## config.mk

```make
export PLATFORM = sky130hd
export DESIGN_NAME = sixteen_channel_pwm_register_block
export DESIGN_NICKNAME = d
export VERILOG_FILES = /design/src/rtl/core/scpwm_pkg.sv /design/src/rtl/core/scpwm_pin_compare.sv /design/src/rtl/core/sixteen_channel_pwm_register_block.sv
export SDC_FILE = /design/constraint.sdc
export NUM_CORES = 2
export LEC_CHECK = 0
export BUFFER_PORTS_ARGS = -buffer_cell sky130_fd_sc_hd__buf_4
export CAP_MARGIN = 20
export CORE_MARGIN = 3
export CORE_UTILIZATION = 35
export CTS_CLUSTER_DIAMETER = 200
export DETAILED_ROUTE_END_ITERATION = 8
export GPL_TIMING_DRIVEN = 0
export PLACE_DENSITY = 0.61
export SYNTH_ARGS = -nofsm -noshare
export SYNTH_HDL_FRONTEND = slang
export SYNTH_SLANG_ARGS = --single-unit
```

## constraint.sdc

```tcl
create_clock -name clock -period 18.29 [get_ports clock]
set_clock_uncertainty 0.1 [all_clocks]
set_input_delay 2.7435 -clock clock [delete_from_list [all_inputs] [get_ports clock]]
set_output_delay 2.7435 -clock clock [all_outputs]
set_load 0.03 [all_outputs]
```

## src/rtl/core/scpwm_pkg.sv

```systemverilog
// ---------------------------------------------------------------------------
// scpwm_pkg
// Shared types and register map constants of the sixteen-channel pwm block.
// ---------------------------------------------------------------------------
package scpwm_pkg;

   // operation codes
   localparam logic [1:0] OP_WRITE = 2'd0;
   localparam logic [1:0] OP_READ  = 2'd1;
   localparam logic [1:0] OP_TICK  = 2'd2;

   // register map
   localparam logic [7:0] ADDR_MODE1    = 8'h00;
   localparam logic [7:0] ADDR_MODE2    = 8'h01;
   localparam logic [7:0] ADDR_CH_BASE  = 8'h06;
   localparam logic [7:0] ADDR_ALL_BASE = 8'hFA;
   localparam logic [7:0] ADDR_PRESCALE = 8'hFE;

   // byte offsets within one channel
   localparam logic [1:0] BYTE_ON_L  = 2'd0;
   localparam logic [1:0] BYTE_ON_H  = 2'd1;
   localparam logic [1:0] BYTE_OFF_L = 2'd2;
   localparam logic [1:0] BYTE_OFF_H = 2'd3;

   localparam int unsigned BIT_SLEEP = 4;
   localparam int unsigned BIT_INVRT = 4;
   localparam int unsigned BIT_FULL  = 4;

   localparam logic [7:0] MODE1_MASK   = 8'h7F;
   localparam logic [7:0] MODE2_MASK   = 8'h1F;
   localparam logic [7:0] PRESCALE_MIN = 8'h03;

   localparam logic [7:0] MODE1_RESET    = 8'h11;
   localparam logic [7:0] MODE2_RESET    = 8'h04;
   localparam logic [7:0] PRESCALE_RESET = 8'h1E;
   localparam logic [7:0] FULL_OFF_RESET = 8'h10;

   localparam int unsigned PIN_BITS = 16;

   typedef struct packed {
      logic [7:0] off_h;
      logic [7:0] off_l;
      logic [7:0] on_h;
      logic [7:0] on_l;
   } chan_type;

endpackage

```

## src/rtl/core/scpwm_pin_compare.sv

```systemverilog
// ---------------------------------------------------------------------------
// scpwm_pin_compare
// Per-channel on/off window compare against the pwm counter, with full-on,
// full-off and output inversion.
// ---------------------------------------------------------------------------
module scpwm_pin_compare
   import scpwm_pkg::*;
#(
   parameter int CHANNELS     = 16,
   parameter int COUNTER_BITS = 12
) (
   input  chan_type [CHANNELS-1:0] chans,
   input  logic [COUNTER_BITS-1:0] count,
   input  logic                    invert,
   output logic [PIN_BITS-1:0]     pins
);

   localparam logic [15:0] CNT_MASK = 16'((32'd1 << COUNTER_BITS) - 32'd1);

   logic [15:0] cnt16;

   assign cnt16 = 16'(count);

   always_comb begin
      logic [15:0] on_v;
      logic [15:0] off_v;
      logic        level;
      pins = '0;
      for (int c = 0; c < CHANNELS; c++) begin
         on_v  = {4'd0, chans[c].on_h[3:0], chans[c].on_l} & CNT_MASK;
         off_v = {4'd0, chans[c].off_h[3:0], chans[c].off_l} & CNT_MASK;
         if (chans[c].off_h[BIT_FULL]) begin
            level = 1'b0;
         end else if (chans[c].on_h[BIT_FULL]) begin
            level = 1'b1;
         end else if (on_v < off_v) begin
            level = (cnt16 >= on_v) && (cnt16 < off_v);
         end else if (on_v > off_v) begin
            level = (cnt16 >= on_v) || (cnt16 < off_v);
         end else begin
            level = 1'b0;
         end
         pins[c] = level ^ invert;
      end
   end

endmodule

```

## src/rtl/core/sixteen_channel_pwm_register_block.sv

```systemverilog
// ---------------------------------------------------------------------------
// sixteen_channel_pwm_register_block
// Register file and waveform core of a multi-channel 12-bit pwm led
// controller: byte writes, byte reads and oscillator ticks.
// ---------------------------------------------------------------------------
//  channel  | direction | tdata fields (lsb first)
//  req_     | in        | operation[1:0] reg_addr[9:2] write_data[17:10]
//  rsp_     | out       | read_data[7:0] pwm_pins[23:8]
//
//  one transaction a cycle while results are taken; input register then result
//  register, with the register update and pin compare between them.
//  synchronous reset loads the datasheet reset values at once, no sweep.
//  a stalled result holds the input register; a new request is still taken
//  whenever the input register moves on or is empty.
// ---------------------------------------------------------------------------
module sixteen_channel_pwm_register_block
   import scpwm_pkg::*;
#(
   parameter int CHANNELS     = 16,
   parameter int COUNTER_BITS = 12
) (
   input  logic        clock,
   input  logic        reset,
   input  logic        req_tvalid,
   output logic        req_tready,
   input  logic [23:0] req_tdata,   // operation, reg_addr, write_data
   output logic        rsp_tvalid,
   input  logic        rsp_tready,
   output logic [23:0] rsp_tdata    // read_data, pwm_pins
);

   localparam logic [8:0] CH_TOP = 9'(ADDR_CH_BASE) + 9'(4 * CHANNELS);

   // input register
   logic       s1_valid_ff;
   logic [1:0] s1_op_ff;
   logic [7:0] s1_addr_ff;
   logic [7:0] s1_data_ff;

   // block state
   chan_type [CHANNELS-1:0] chan_ff, chan_in;
   logic [7:0]              mode1_ff, mode1_in;
   logic [7:0]              mode2_ff, mode2_in;
   logic [7:0]              pre_ff, pre_in;
   logic [7:0]              div_ff, div_in;
   logic [COUNTER_BITS-1:0] cnt_ff, cnt_in;

   // result register
   logic                rsp_valid_ff;
   logic [7:0]          rsp_rd_ff, rd_in;
   logic [PIN_BITS-1:0] rsp_pins_ff, pins_in;

   logic       advance;
   logic       fire;
   logic       accept;
   logic       ch_hit;
   logic       all_hit;
   logic [7:0] ch_off;
   logic [7:0] all_off;

   assign advance    = !rsp_valid_ff || rsp_tready;
   assign fire       = s1_valid_ff && advance;
   assign req_tready = !s1_valid_ff || advance;
   assign accept     = req_tvalid && req_tready;

   assign ch_off  = s1_addr_ff - ADDR_CH_BASE;
   assign all_off = s1_addr_ff - ADDR_ALL_BASE;
   assign ch_hit  = (s1_addr_ff >= ADDR_CH_BASE) && (9'(s1_addr_ff) < CH_TOP);
   assign all_hit = (s1_addr_ff >= ADDR_ALL_BASE) && (s1_addr_ff < ADDR_PRESCALE);

   function automatic logic [7:0] get_byte(chan_type ch, logic [1:0] k);
      logic [7:0] b;
      case (k)
         BYTE_ON_L:  b = ch.on_l;
         BYTE_ON_H:  b = ch.on_h;
         BYTE_OFF_L: b = ch.off_l;
         default:    b = ch.off_h;
      endcase
      return b;
   endfunction

   function automatic chan_type set_byte(chan_type ch, logic [1:0] k, logic [7:0] d);
      chan_type r;
      r = ch;
      case (k)
         BYTE_ON_L:  r.on_l  = d;
         BYTE_ON_H:  r.on_h  = d;
         BYTE_OFF_L: r.off_l = d;
         default:    r.off_h = d;
      endcase
      return r;
   endfunction

   // next state and read data for the transaction in the input register
   always_comb begin
      chan_in  = chan_ff;
      mode1_in = mode1_ff;
      mode2_in = mode2_ff;
      pre_in   = pre_ff;
      div_in   = div_ff;
      cnt_in   = cnt_ff;
      rd_in    = '0;
      case (s1_op_ff)
         OP_WRITE: begin
            if (s1_addr_ff == ADDR_MODE1) begin
               mode1_in = s1_data_ff & MODE1_MASK;
            end else if (s1_addr_ff == ADDR_MODE2) begin
               mode2_in = s1_data_ff & MODE2_MASK;
            end else if (ch_hit) begin
               for (int c = 0; c < CHANNELS; c++) begin
                  if (ch_off[5:2] == 4'(c)) begin
                     chan_in[c] = set_byte(chan_ff[c], ch_off[1:0], s1_data_ff);
                  end
               end
            end else if (all_hit) begin
               for (int c = 0; c < CHANNELS; c++) begin
                  chan_in[c] = set_byte(chan_ff[c], all_off[1:0], s1_data_ff);
               end
            end else if (s1_addr_ff == ADDR_PRESCALE) begin
               if (mode1_ff[BIT_SLEEP]) begin
                  pre_in = (s1_data_ff < PRESCALE_MIN) ? PRESCALE_MIN : s1_data_ff;
               end
            end
         end
         OP_READ: begin
            if (s1_addr_ff == ADDR_MODE1) begin
               rd_in = mode1_ff;
            end else if (s1_addr_ff == ADDR_MODE2) begin
               rd_in = mode2_ff;
            end else if (ch_hit) begin
               for (int c = 0; c < CHANNELS; c++) begin
                  if (ch_off[5:2] == 4'(c)) begin
                     rd_in = get_byte(chan_ff[c], ch_off[1:0]);
                  end
               end
            end else if (s1_addr_ff == ADDR_PRESCALE) begin
               rd_in = pre_ff;
            end
         end
         OP_TICK: begin
            if (!mode1_ff[BIT_SLEEP]) begin
               if (div_ff >= pre_ff) begin
                  div_in = '0;
                  cnt_in = cnt_ff + 1'b1;
               end else begin
                  div_in = div_ff + 8'd1;
               end
            end
         end
         default: begin
         end
      endcase
   end

   scpwm_pin_compare #(
      .CHANNELS     (CHANNELS),
      .COUNTER_BITS (COUNTER_BITS)
   ) u_compare (
      .chans  (chan_in),
      .count  (cnt_in),
      .invert (mode2_in[BIT_INVRT]),
      .pins   (pins_in)
   );

   // control and state registers
   always_ff @(posedge clock) begin
      if (reset) begin
         s1_valid_ff  <= 1'b0;
         rsp_valid_ff <= 1'b0;
         mode1_ff     <= MODE1_RESET;
         mode2_ff     <= MODE2_RESET;
         pre_ff       <= PRESCALE_RESET;
         div_ff       <= '0;
         cnt_ff       <= '0;
         for (int c = 0; c < CHANNELS; c++) begin
            chan_ff[c] <= '{off_h: FULL_OFF_RESET, off_l: 8'h00, on_h: 8'h00, on_l: 8'h00};
         end
      end else begin
         if (req_tready) begin
            s1_valid_ff <= req_tvalid;
         end
         if (advance) begin
            rsp_valid_ff <= s1_valid_ff;
         end
         if (fire) begin
            chan_ff  <= chan_in;
            mode1_ff <= mode1_in;
            mode2_ff <= mode2_in;
            pre_ff   <= pre_in;
            div_ff   <= div_in;
            cnt_ff   <= cnt_in;
         end
      end
   end

   // payload registers
   always_ff @(posedge clock) begin
      if (accept) begin
         s1_op_ff   <= req_tdata[1:0];
         s1_addr_ff <= req_tdata[9:2];
         s1_data_ff <= req_tdata[17:10];
      end
      if (fire) begin
         rsp_rd_ff   <= rd_in;
         rsp_pins_ff <= pins_in;
      end
   end

   assign rsp_tvalid = rsp_valid_ff;
   assign rsp_tdata  = {rsp_pins_ff, rsp_rd_ff};

   // prescale never drops below its minimum
   a_pre_min: assert property (@(posedge clock) disable iff (reset)
      pre_ff >= PRESCALE_MIN)
      else $error("prescale below minimum");

   // restart and reserved mode bits never stored
   a_mode_bits: assert property (@(posedge clock) disable iff (reset)
      !mode1_ff[7] && (mode2_ff[7:5] == 3'd0))
      else $error("reserved mode bits set");

   // counter and divider move only on an awake tick
   a_cnt_hold: assert property (@(posedge clock) disable iff (reset)
      (!reset && !(fire && (s1_op_ff == OP_TICK) && !mode1_ff[BIT_SLEEP]))
      |=> ($stable(cnt_ff) && $stable(div_ff)))
      else $error("counter moved without tick");

   // every processed transaction leaves a result
   a_fire_rsp: assert property (@(posedge clock) disable iff (reset)
      (!reset && fire) |=> rsp_valid_ff)
      else $error("result lost");

endmodule

```

Word-level counts from Yosys, hierarchy flattened
Index checks and enable logic that the tools add are counted.

operators by class
  add/subtract/negate cells = 4
  equality and inequality tests = 42
  bitwise operators = 22
  $lt $le $gt $ge = 70
  divide/modulo/power cells = 0
  mux-type cells = 257
  shift-type cells = 0
  reductions and logical operators = 86
  $mul = 0

operators by type and width
  operator                                                number
  two-way mux 509 bit                                     3
  two-way mux 8 bit                                       148
  two-way mux 512 bit                                     2
  two-way mux 32 bit                                      16
  less-than comparator 12 bit                             32
  one-hot mux 8 bit (3 select lines)                      16
  AND reduction 8 bit                                     33
  greater-or-equal comparator 12 bit                      16
  > comparator 12 bit                                     16
  two-way mux 1 bit                                       64
  two-way mux 12 bit                                      3
  inequality test 2 x 1 -> 1 bit (second input constant)  18
  equality test 4 bit (second input constant)             8
  logical AND 1 bit                                       20
  logical OR 1 bit                                        18
  equality test 4 x 3 -> 1 bit (second input constant)    4
  XOR 1 bit                                               16
  two-way mux 5 bit                                       3
  two-way mux 7 bit                                       2
  adder 12 x 1 -> 12 bit (second input constant)          1
  OR reduction 3 bit                                      3
  adder 8 x 1 -> 8 bit (second input constant)            1
  equality test 4 x 2 -> 1 bit (second input constant)    2
  equality test 8 x 1 -> 1 bit (second input constant)    1
  other kinds (21)                                        35

word-level totals
  bits in read-only memories = 0
  output and inout port bits = 26
  input port bits = 28
  latch bits = 0
  memories = 0
  bits in registers = 596
  logic and storage cells = 591
  bits in writable memories = 0

Longest topological paths before layout
  depth in word-level cells = 22
  gate-level depth with buffers = 25
  depth with buffers taken out = 21

Hierarchy
A second synthesis with hierarchy kept.

second synthesis, totals
  cell total of the unflattened synthesis = 5345
  area, all modules = 47469.3 um2

modules (own cells, without submodules)
  module                              times used  seq. area each (um2)  cells an instance  area an instance (um2)
  sixteen_channel_pwm_register_block  1           12351.8               3510               33639.8
  scpwm_pin_compare                   1           0.0                   1835               13829.5

Least setup slack after synthesis
OpenSTA, ideal clock, no wires.

  kind = in2out
  from = input port rsp_tready
  to = output port req_tready
  setup slack = 12.300 ns
  buffers on the path = 0
  stages on the path = 2
  data arrival time = 3.147 ns
  data required time = 15.446 ns
  path through = nor2b_1 > nand2_1

on the way
  word-level cells in the longest chain between the ends = 2

RTL lines
  item              line                                      RTL
  from (decl)       sixteen_channel_pwm_register_block.sv:28  input logic rsp_tready,
  logical OR 1 bit  sixteen_channel_pwm_register_block.sv:61  assign advance = !rsp_valid_ff || rsp_tready;
  logical OR 1 bit  sixteen_channel_pwm_register_block.sv:63  assign req_tready = !s1_valid_ff || advance;
  to (decl)         sixteen_channel_pwm_register_block.sv:25  output logic req_tready,

No other way between the ends.

Worst setup path after layout
  from = register s1_data_ff[0]
  to = register rsp_pins_ff[7], data pin

on the way
  word-level cells in the longest chain between the ends = 13
  elaborated cells between the ends (all ways) = 25
  classes of those cells = order compare: 4; mux: 18; bitwise: 1; reduce/logical: 2

RTL lines
  item                                                                               line                                                                                  RTL
  from (decl)                                                                        sixteen_channel_pwm_register_block.sv:38                                              logic [7:0] s1_data_ff;
  from (signal assigned)                                                             sixteen_channel_pwm_register_block.sv:201                                             s1_data_ff <= req_tdata[17:10];
  two-way mux 8 bit                                                                  sixteen_channel_pwm_register_block.sv:85                                              case (k)
  two-way mux 512 bit or two-way mux 32 bit (tied branches)                          sixteen_channel_pwm_register_block.sv:115, sixteen_channel_pwm_register_block.sv:111
  two-way mux 512 bit *                                                              sixteen_channel_pwm_register_block.sv:109                                             end else if (ch_hit) begin
  two-way mux 509 bit *                                                              sixteen_channel_pwm_register_block.sv:107                                             end else if (s1_addr_ff == ADDR_MODE2) begin
  two-way mux 509 bit *                                                              sixteen_channel_pwm_register_block.sv:105                                             if (s1_addr_ff == ADDR_MODE1) begin
  two-way mux 509 bit *                                                              sixteen_channel_pwm_register_block.sv:103                                             case (s1_op_ff)
  greater-or-equal comparator 12 bit or less-than comparator 12 bit (tied branches)  scpwm_pin_compare.sv:37, scpwm_pin_compare.sv:39
  logical OR 1 bit                                                                   scpwm_pin_compare.sv:39                                                               level = (cnt16 >= on_v) || (cnt16 < off_v);
  two-way mux 1 bit                                                                  scpwm_pin_compare.sv:38                                                               end else if (on_v > off_v) begin
  two-way mux 1 bit *                                                                scpwm_pin_compare.sv:36                                                               end else if (on_v < off_v) begin
  two-way mux 1 bit *                                                                scpwm_pin_compare.sv:34                                                               end else if (chans[c].on_h[BIT_FULL]) begin
  two-way mux 1 bit *                                                                scpwm_pin_compare.sv:32                                                               if (chans[c].off_h[BIT_FULL]) begin
  XOR 1 bit *                                                                        scpwm_pin_compare.sv:43                                                               pins[c] = level ^ invert;
  net pins_in[7]                                                                     sixteen_channel_pwm_register_block.sv:51                                              logic [PIN_BITS-1:0] rsp_pins_ff, pins_in;
  to (signal assigned)                                                               sixteen_channel_pwm_register_block.sv:205                                             rsp_pins_ff <= pins_in;
  to (decl)                                                                          sixteen_channel_pwm_register_block.sv:51

The timed path passes the listed nets; every way through them passes the cells marked *. The select of a mux whose other input is x is not followed.
A chain may end at the register's enable or synchronous reset.

==> results.json <==
{
  "grt_overflow": 0,
  "gp_congestion": 1.11,
  "drt.antenna.violating_nets": 0,
  "grt_pass1_vias": 40600,
  "worst_path_most_repeated_cell": "clkbuf_1",
  "cts_buffers": 74,
  "worstPathMaxFanout": 10,
  "ys_seq_area_share_pct": 28.2,
  "worst_slew_pin_slew_ps": 1310,
  "r2r_start": "s1_data_ff[0]",
  "report.final.slew_viol_count": 0,
  "hpwl_um": 174000,
  "clock_latency_ps": 680,
  "slew_headroom_pct": 12.0,
  "yosys.area.top_type_share_pct": 25.3,
  "power_leakage_uw": 0.0210,
  "post_cts_buffers": 0,
  "worst_ep_arrival_time_ps": 7500,
  "worst-path-buf-inv": 7,
  "cts_sinks": 596,
  "dieHeight_um": 360,
  "worst_setup_path_start_kind": "flip-flop",
  "min_path_cells": 2,
  "dieArea_um2": 130000,
  "synth_area_um2": 43800,
  "htreeDepth": 3,
  "critPathCaptureType": "flip-flop",
  "clock_path_buffers": 3,
  "hold_path_startpoint": "chan_ff[381]",
  "status": "finished clean",
  "drtPass1Iterations": 9,
  "rr_endpoint": "rsp_pins_ff[7]",
  "nFillCells": 12400,
  "hold_buffers": 0,
  "wl_per_cell_um": 33.5,
  "yosys.area.top_type": "dfxtp_1",
  "core-area_um2": 124000,
  "p_per_area_nw_per_um2": 76.6,
  "maxCapViolCount": 0,
  "min_period_over_period_pct": 39.5,
  "fmax_mhz": 138,
  "synth_ff_type": "dfxtp_1",
  "rows": 129,
  "critPathKind": "flip-flop to flip-flop",
  "drt-initial-drc-count": 6702,
  "antenna_found_initial": 27,
  "finalNonFillerCells": 6777,
  "synthArstFlopShare_pct": 0,
  "port_buffers": 46,
  "area.growth.synth_to_final_pct": 15.1,
  "finalHoldViolations": 0,
  "power_uw": 3870,
  "ff2ff_setup_slack_ps": 11060,
  "yosysUniqueCellTypes": 96,
  "drive_above_1_share_pct": 10.5,
  "crit_family": "buffers and inverters",
  "hold_path_end": "chan_ff[381]",
  "crit_required_ps": 18560,
  "ys_top_cells_by_count": "623 x nor2_1, 572 x ha_1, 554 x dfxtp_1",
  "via_per_inst": 6.41,
  "synth_seq_cells": 596,
  "drc": 0,
  "tns_ps": 0,
  "wirelength_um": 227000,
  "finalCriticalPeriod_ps": 7230,
  "cp_slowest_stage_delay_ps": 980,
  "cts_tree": "built",
  "slowest_stage": "clkbuf_1",
  "min_path_type": "flip-flop to flip-flop",
  "dp.cells": 6615,
  "track_usage_pct": 33.7,
  "syn_inst": 4851,
  "finalSetupViolCount": 0,
  "synth_edf_count": 42,
  "syn_nets": 5451,
  "vias": 43500,
  "crit_chain": "clkbuf_2 -> clkbuf_1 -> buf_8 -> clkbuf_2 -> clkbuf_1 -> clkbuf_1 -> buf_8 -> mux2i_1 -> ha_1 -> o21ai_0 -> a211oi_1 -> a211oi_1 -> nor2_1 -> a21o_1 -> nor4b_1 -> o41ai_2 -> xor2_1",
  "yosysMostFrequentCell": "nor2_1",
  "synth_area_leaders": "dfxtp_1 25%, ha_1 16%, mux2i_1 11%, mux4_2 6.7%, a211oi_1 5.7%",
  "clk_pin_slew_ps": 60,
  "rsz0062_at_grt": "no",
  "ctsResizeCount": 0,
  "syn_avg_cell_area_um2": 9.04,
  "yosys_warnings": 0,
  "nNetsFinal": 5667,
  "start_util_pct": 35.4,
  "grt_max_degree": 34,
  "rr_worst_depth": 17,
  "vdd_drop_max_mv": 0.0591,
  "grt_pass1_wl_um": 312000,
  "die_x_um": 360,
  "io_pins": 54,
  "root_buffer": "clkbuf_16"
}
## report_power, final
part           switching, uW  total [uW]  internal [uW]
combinational            583         870            287
sequential              54.9        1420           1370
clock                    662        1570            910
## cells by family (layout without fill, tap and decap cells)
logic type	Yosys count	after routing	synth area share, %
mux	655	655	18.8
flops	596	596	28.2
simple gates	1276	1276	13.3
xor+xnor	46	46	0.919
compound gates	1172	1172	17.8
buf+inv	534	807	4.77
fa+ha+maj	572	572	16.3
other cells	0	16	0
## placed cells by master (no fill, tap or decap), drive strengths merged, types with 21 or more instances in the layout
cell type / synthesis / routed
xor2: 25 / 25
a31oi: 28 / 28
nand2b: 50 / 50
nand4: 73 / 73
inv: 223 / 231
dfxtp: 554 / 554
nor2: 633 / 633
edfxtp: 42 / 42
clkbuf: 240 / 344
nor3: 61 / 61
o211ai: 30 / 30
a211oi: 334 / 334
nand2: 250 / 250
mux2i: 502 / 502
mux4: 131 / 131
xnor2: 21 / 21
mux2: 22 / 22
ha: 572 / 572
o21ai: 212 / 212
nor2b: 41 / 41
a21o: 124 / 124
buf: 70 / 209
a21oi: 284 / 284
o21a: 28 / 28
nand3: 66 / 66
## tightest hold or removal path, stage by stage (launching register included)
cell and delay, ps:
dfxtp_1 310, nand2_1 50, a21oi_1 50
## final cells by class
class	instances	area [um2]	area share, %
antenna	16	40.0	0.0794
buffer	310	1270	2.53
clock buffer	103	2140	4.25
clock inverter	30	365	0.724
inverter	224	841	1.67
multi-input combinational	3721	29600	58.6
sequential	596	12400	24.5
tap	1637	2050	4.06
timing repair buffer	140	1820	3.61
## worst max-delay path by stage
stage | from | endpoint | slack, ps | cells past startpoint
after floorplan | rsp_tready | req_tready | 12300 | 2
after global placement | pre_ff[5] | rsp_pins_ff[7] | 8190 | 17
after detailed placement | s1_addr_ff[0] | rsp_pins_ff[2] | 11420 | 17
after CTS | s1_addr_ff[1] | rsp_pins_ff[2] | 11360 | 21
after global routing | s1_addr_ff[1] | rsp_pins_ff[2] | 10830 | 21
final | s1_data_ff[0] | rsp_pins_ff[7] | 11060 | 17
## flip-flops by register name, summed over array words and instances (netlist names)
name         count
rsp_pins_ff     16
s1_data_ff       8
s1_op_ff         2
mode1_ff         7
rsp_tvalid       1
chan_ff        512
mode2_ff         5
cnt_ff          12
s1_addr_ff       8
rsp_rd_ff        8
s1_valid_ff      1
pre_ff           8
div_ff           8
## per-stage QoR
step | hold WS (ps) | setup slack [ps] | area [um2] | util (%)
floorplan | 333 | 12300 | 43800 | -
global route | 380 | 10830 | 50400 | 40.7
finish | 360 | 11060 | 50400 | 40.7
global placement | 340 | 8190 | 46200 | 37.3
detailed placement | 348 | 11420 | 47700 | 38.5
CTS | 356 | 11360 | 50200 | 40.5
## layer usage
metal  track usage (%)  wire length [um]  vias to the layer above
met2              48.1             90600                     3237
met1              42.2             87200                    20900
met5                 0                73                        -
met4              22.7             18700                       10
li1                  -                 -                    18400
met3              12.5             30300                      909
(Power assumes the default switching activity.)
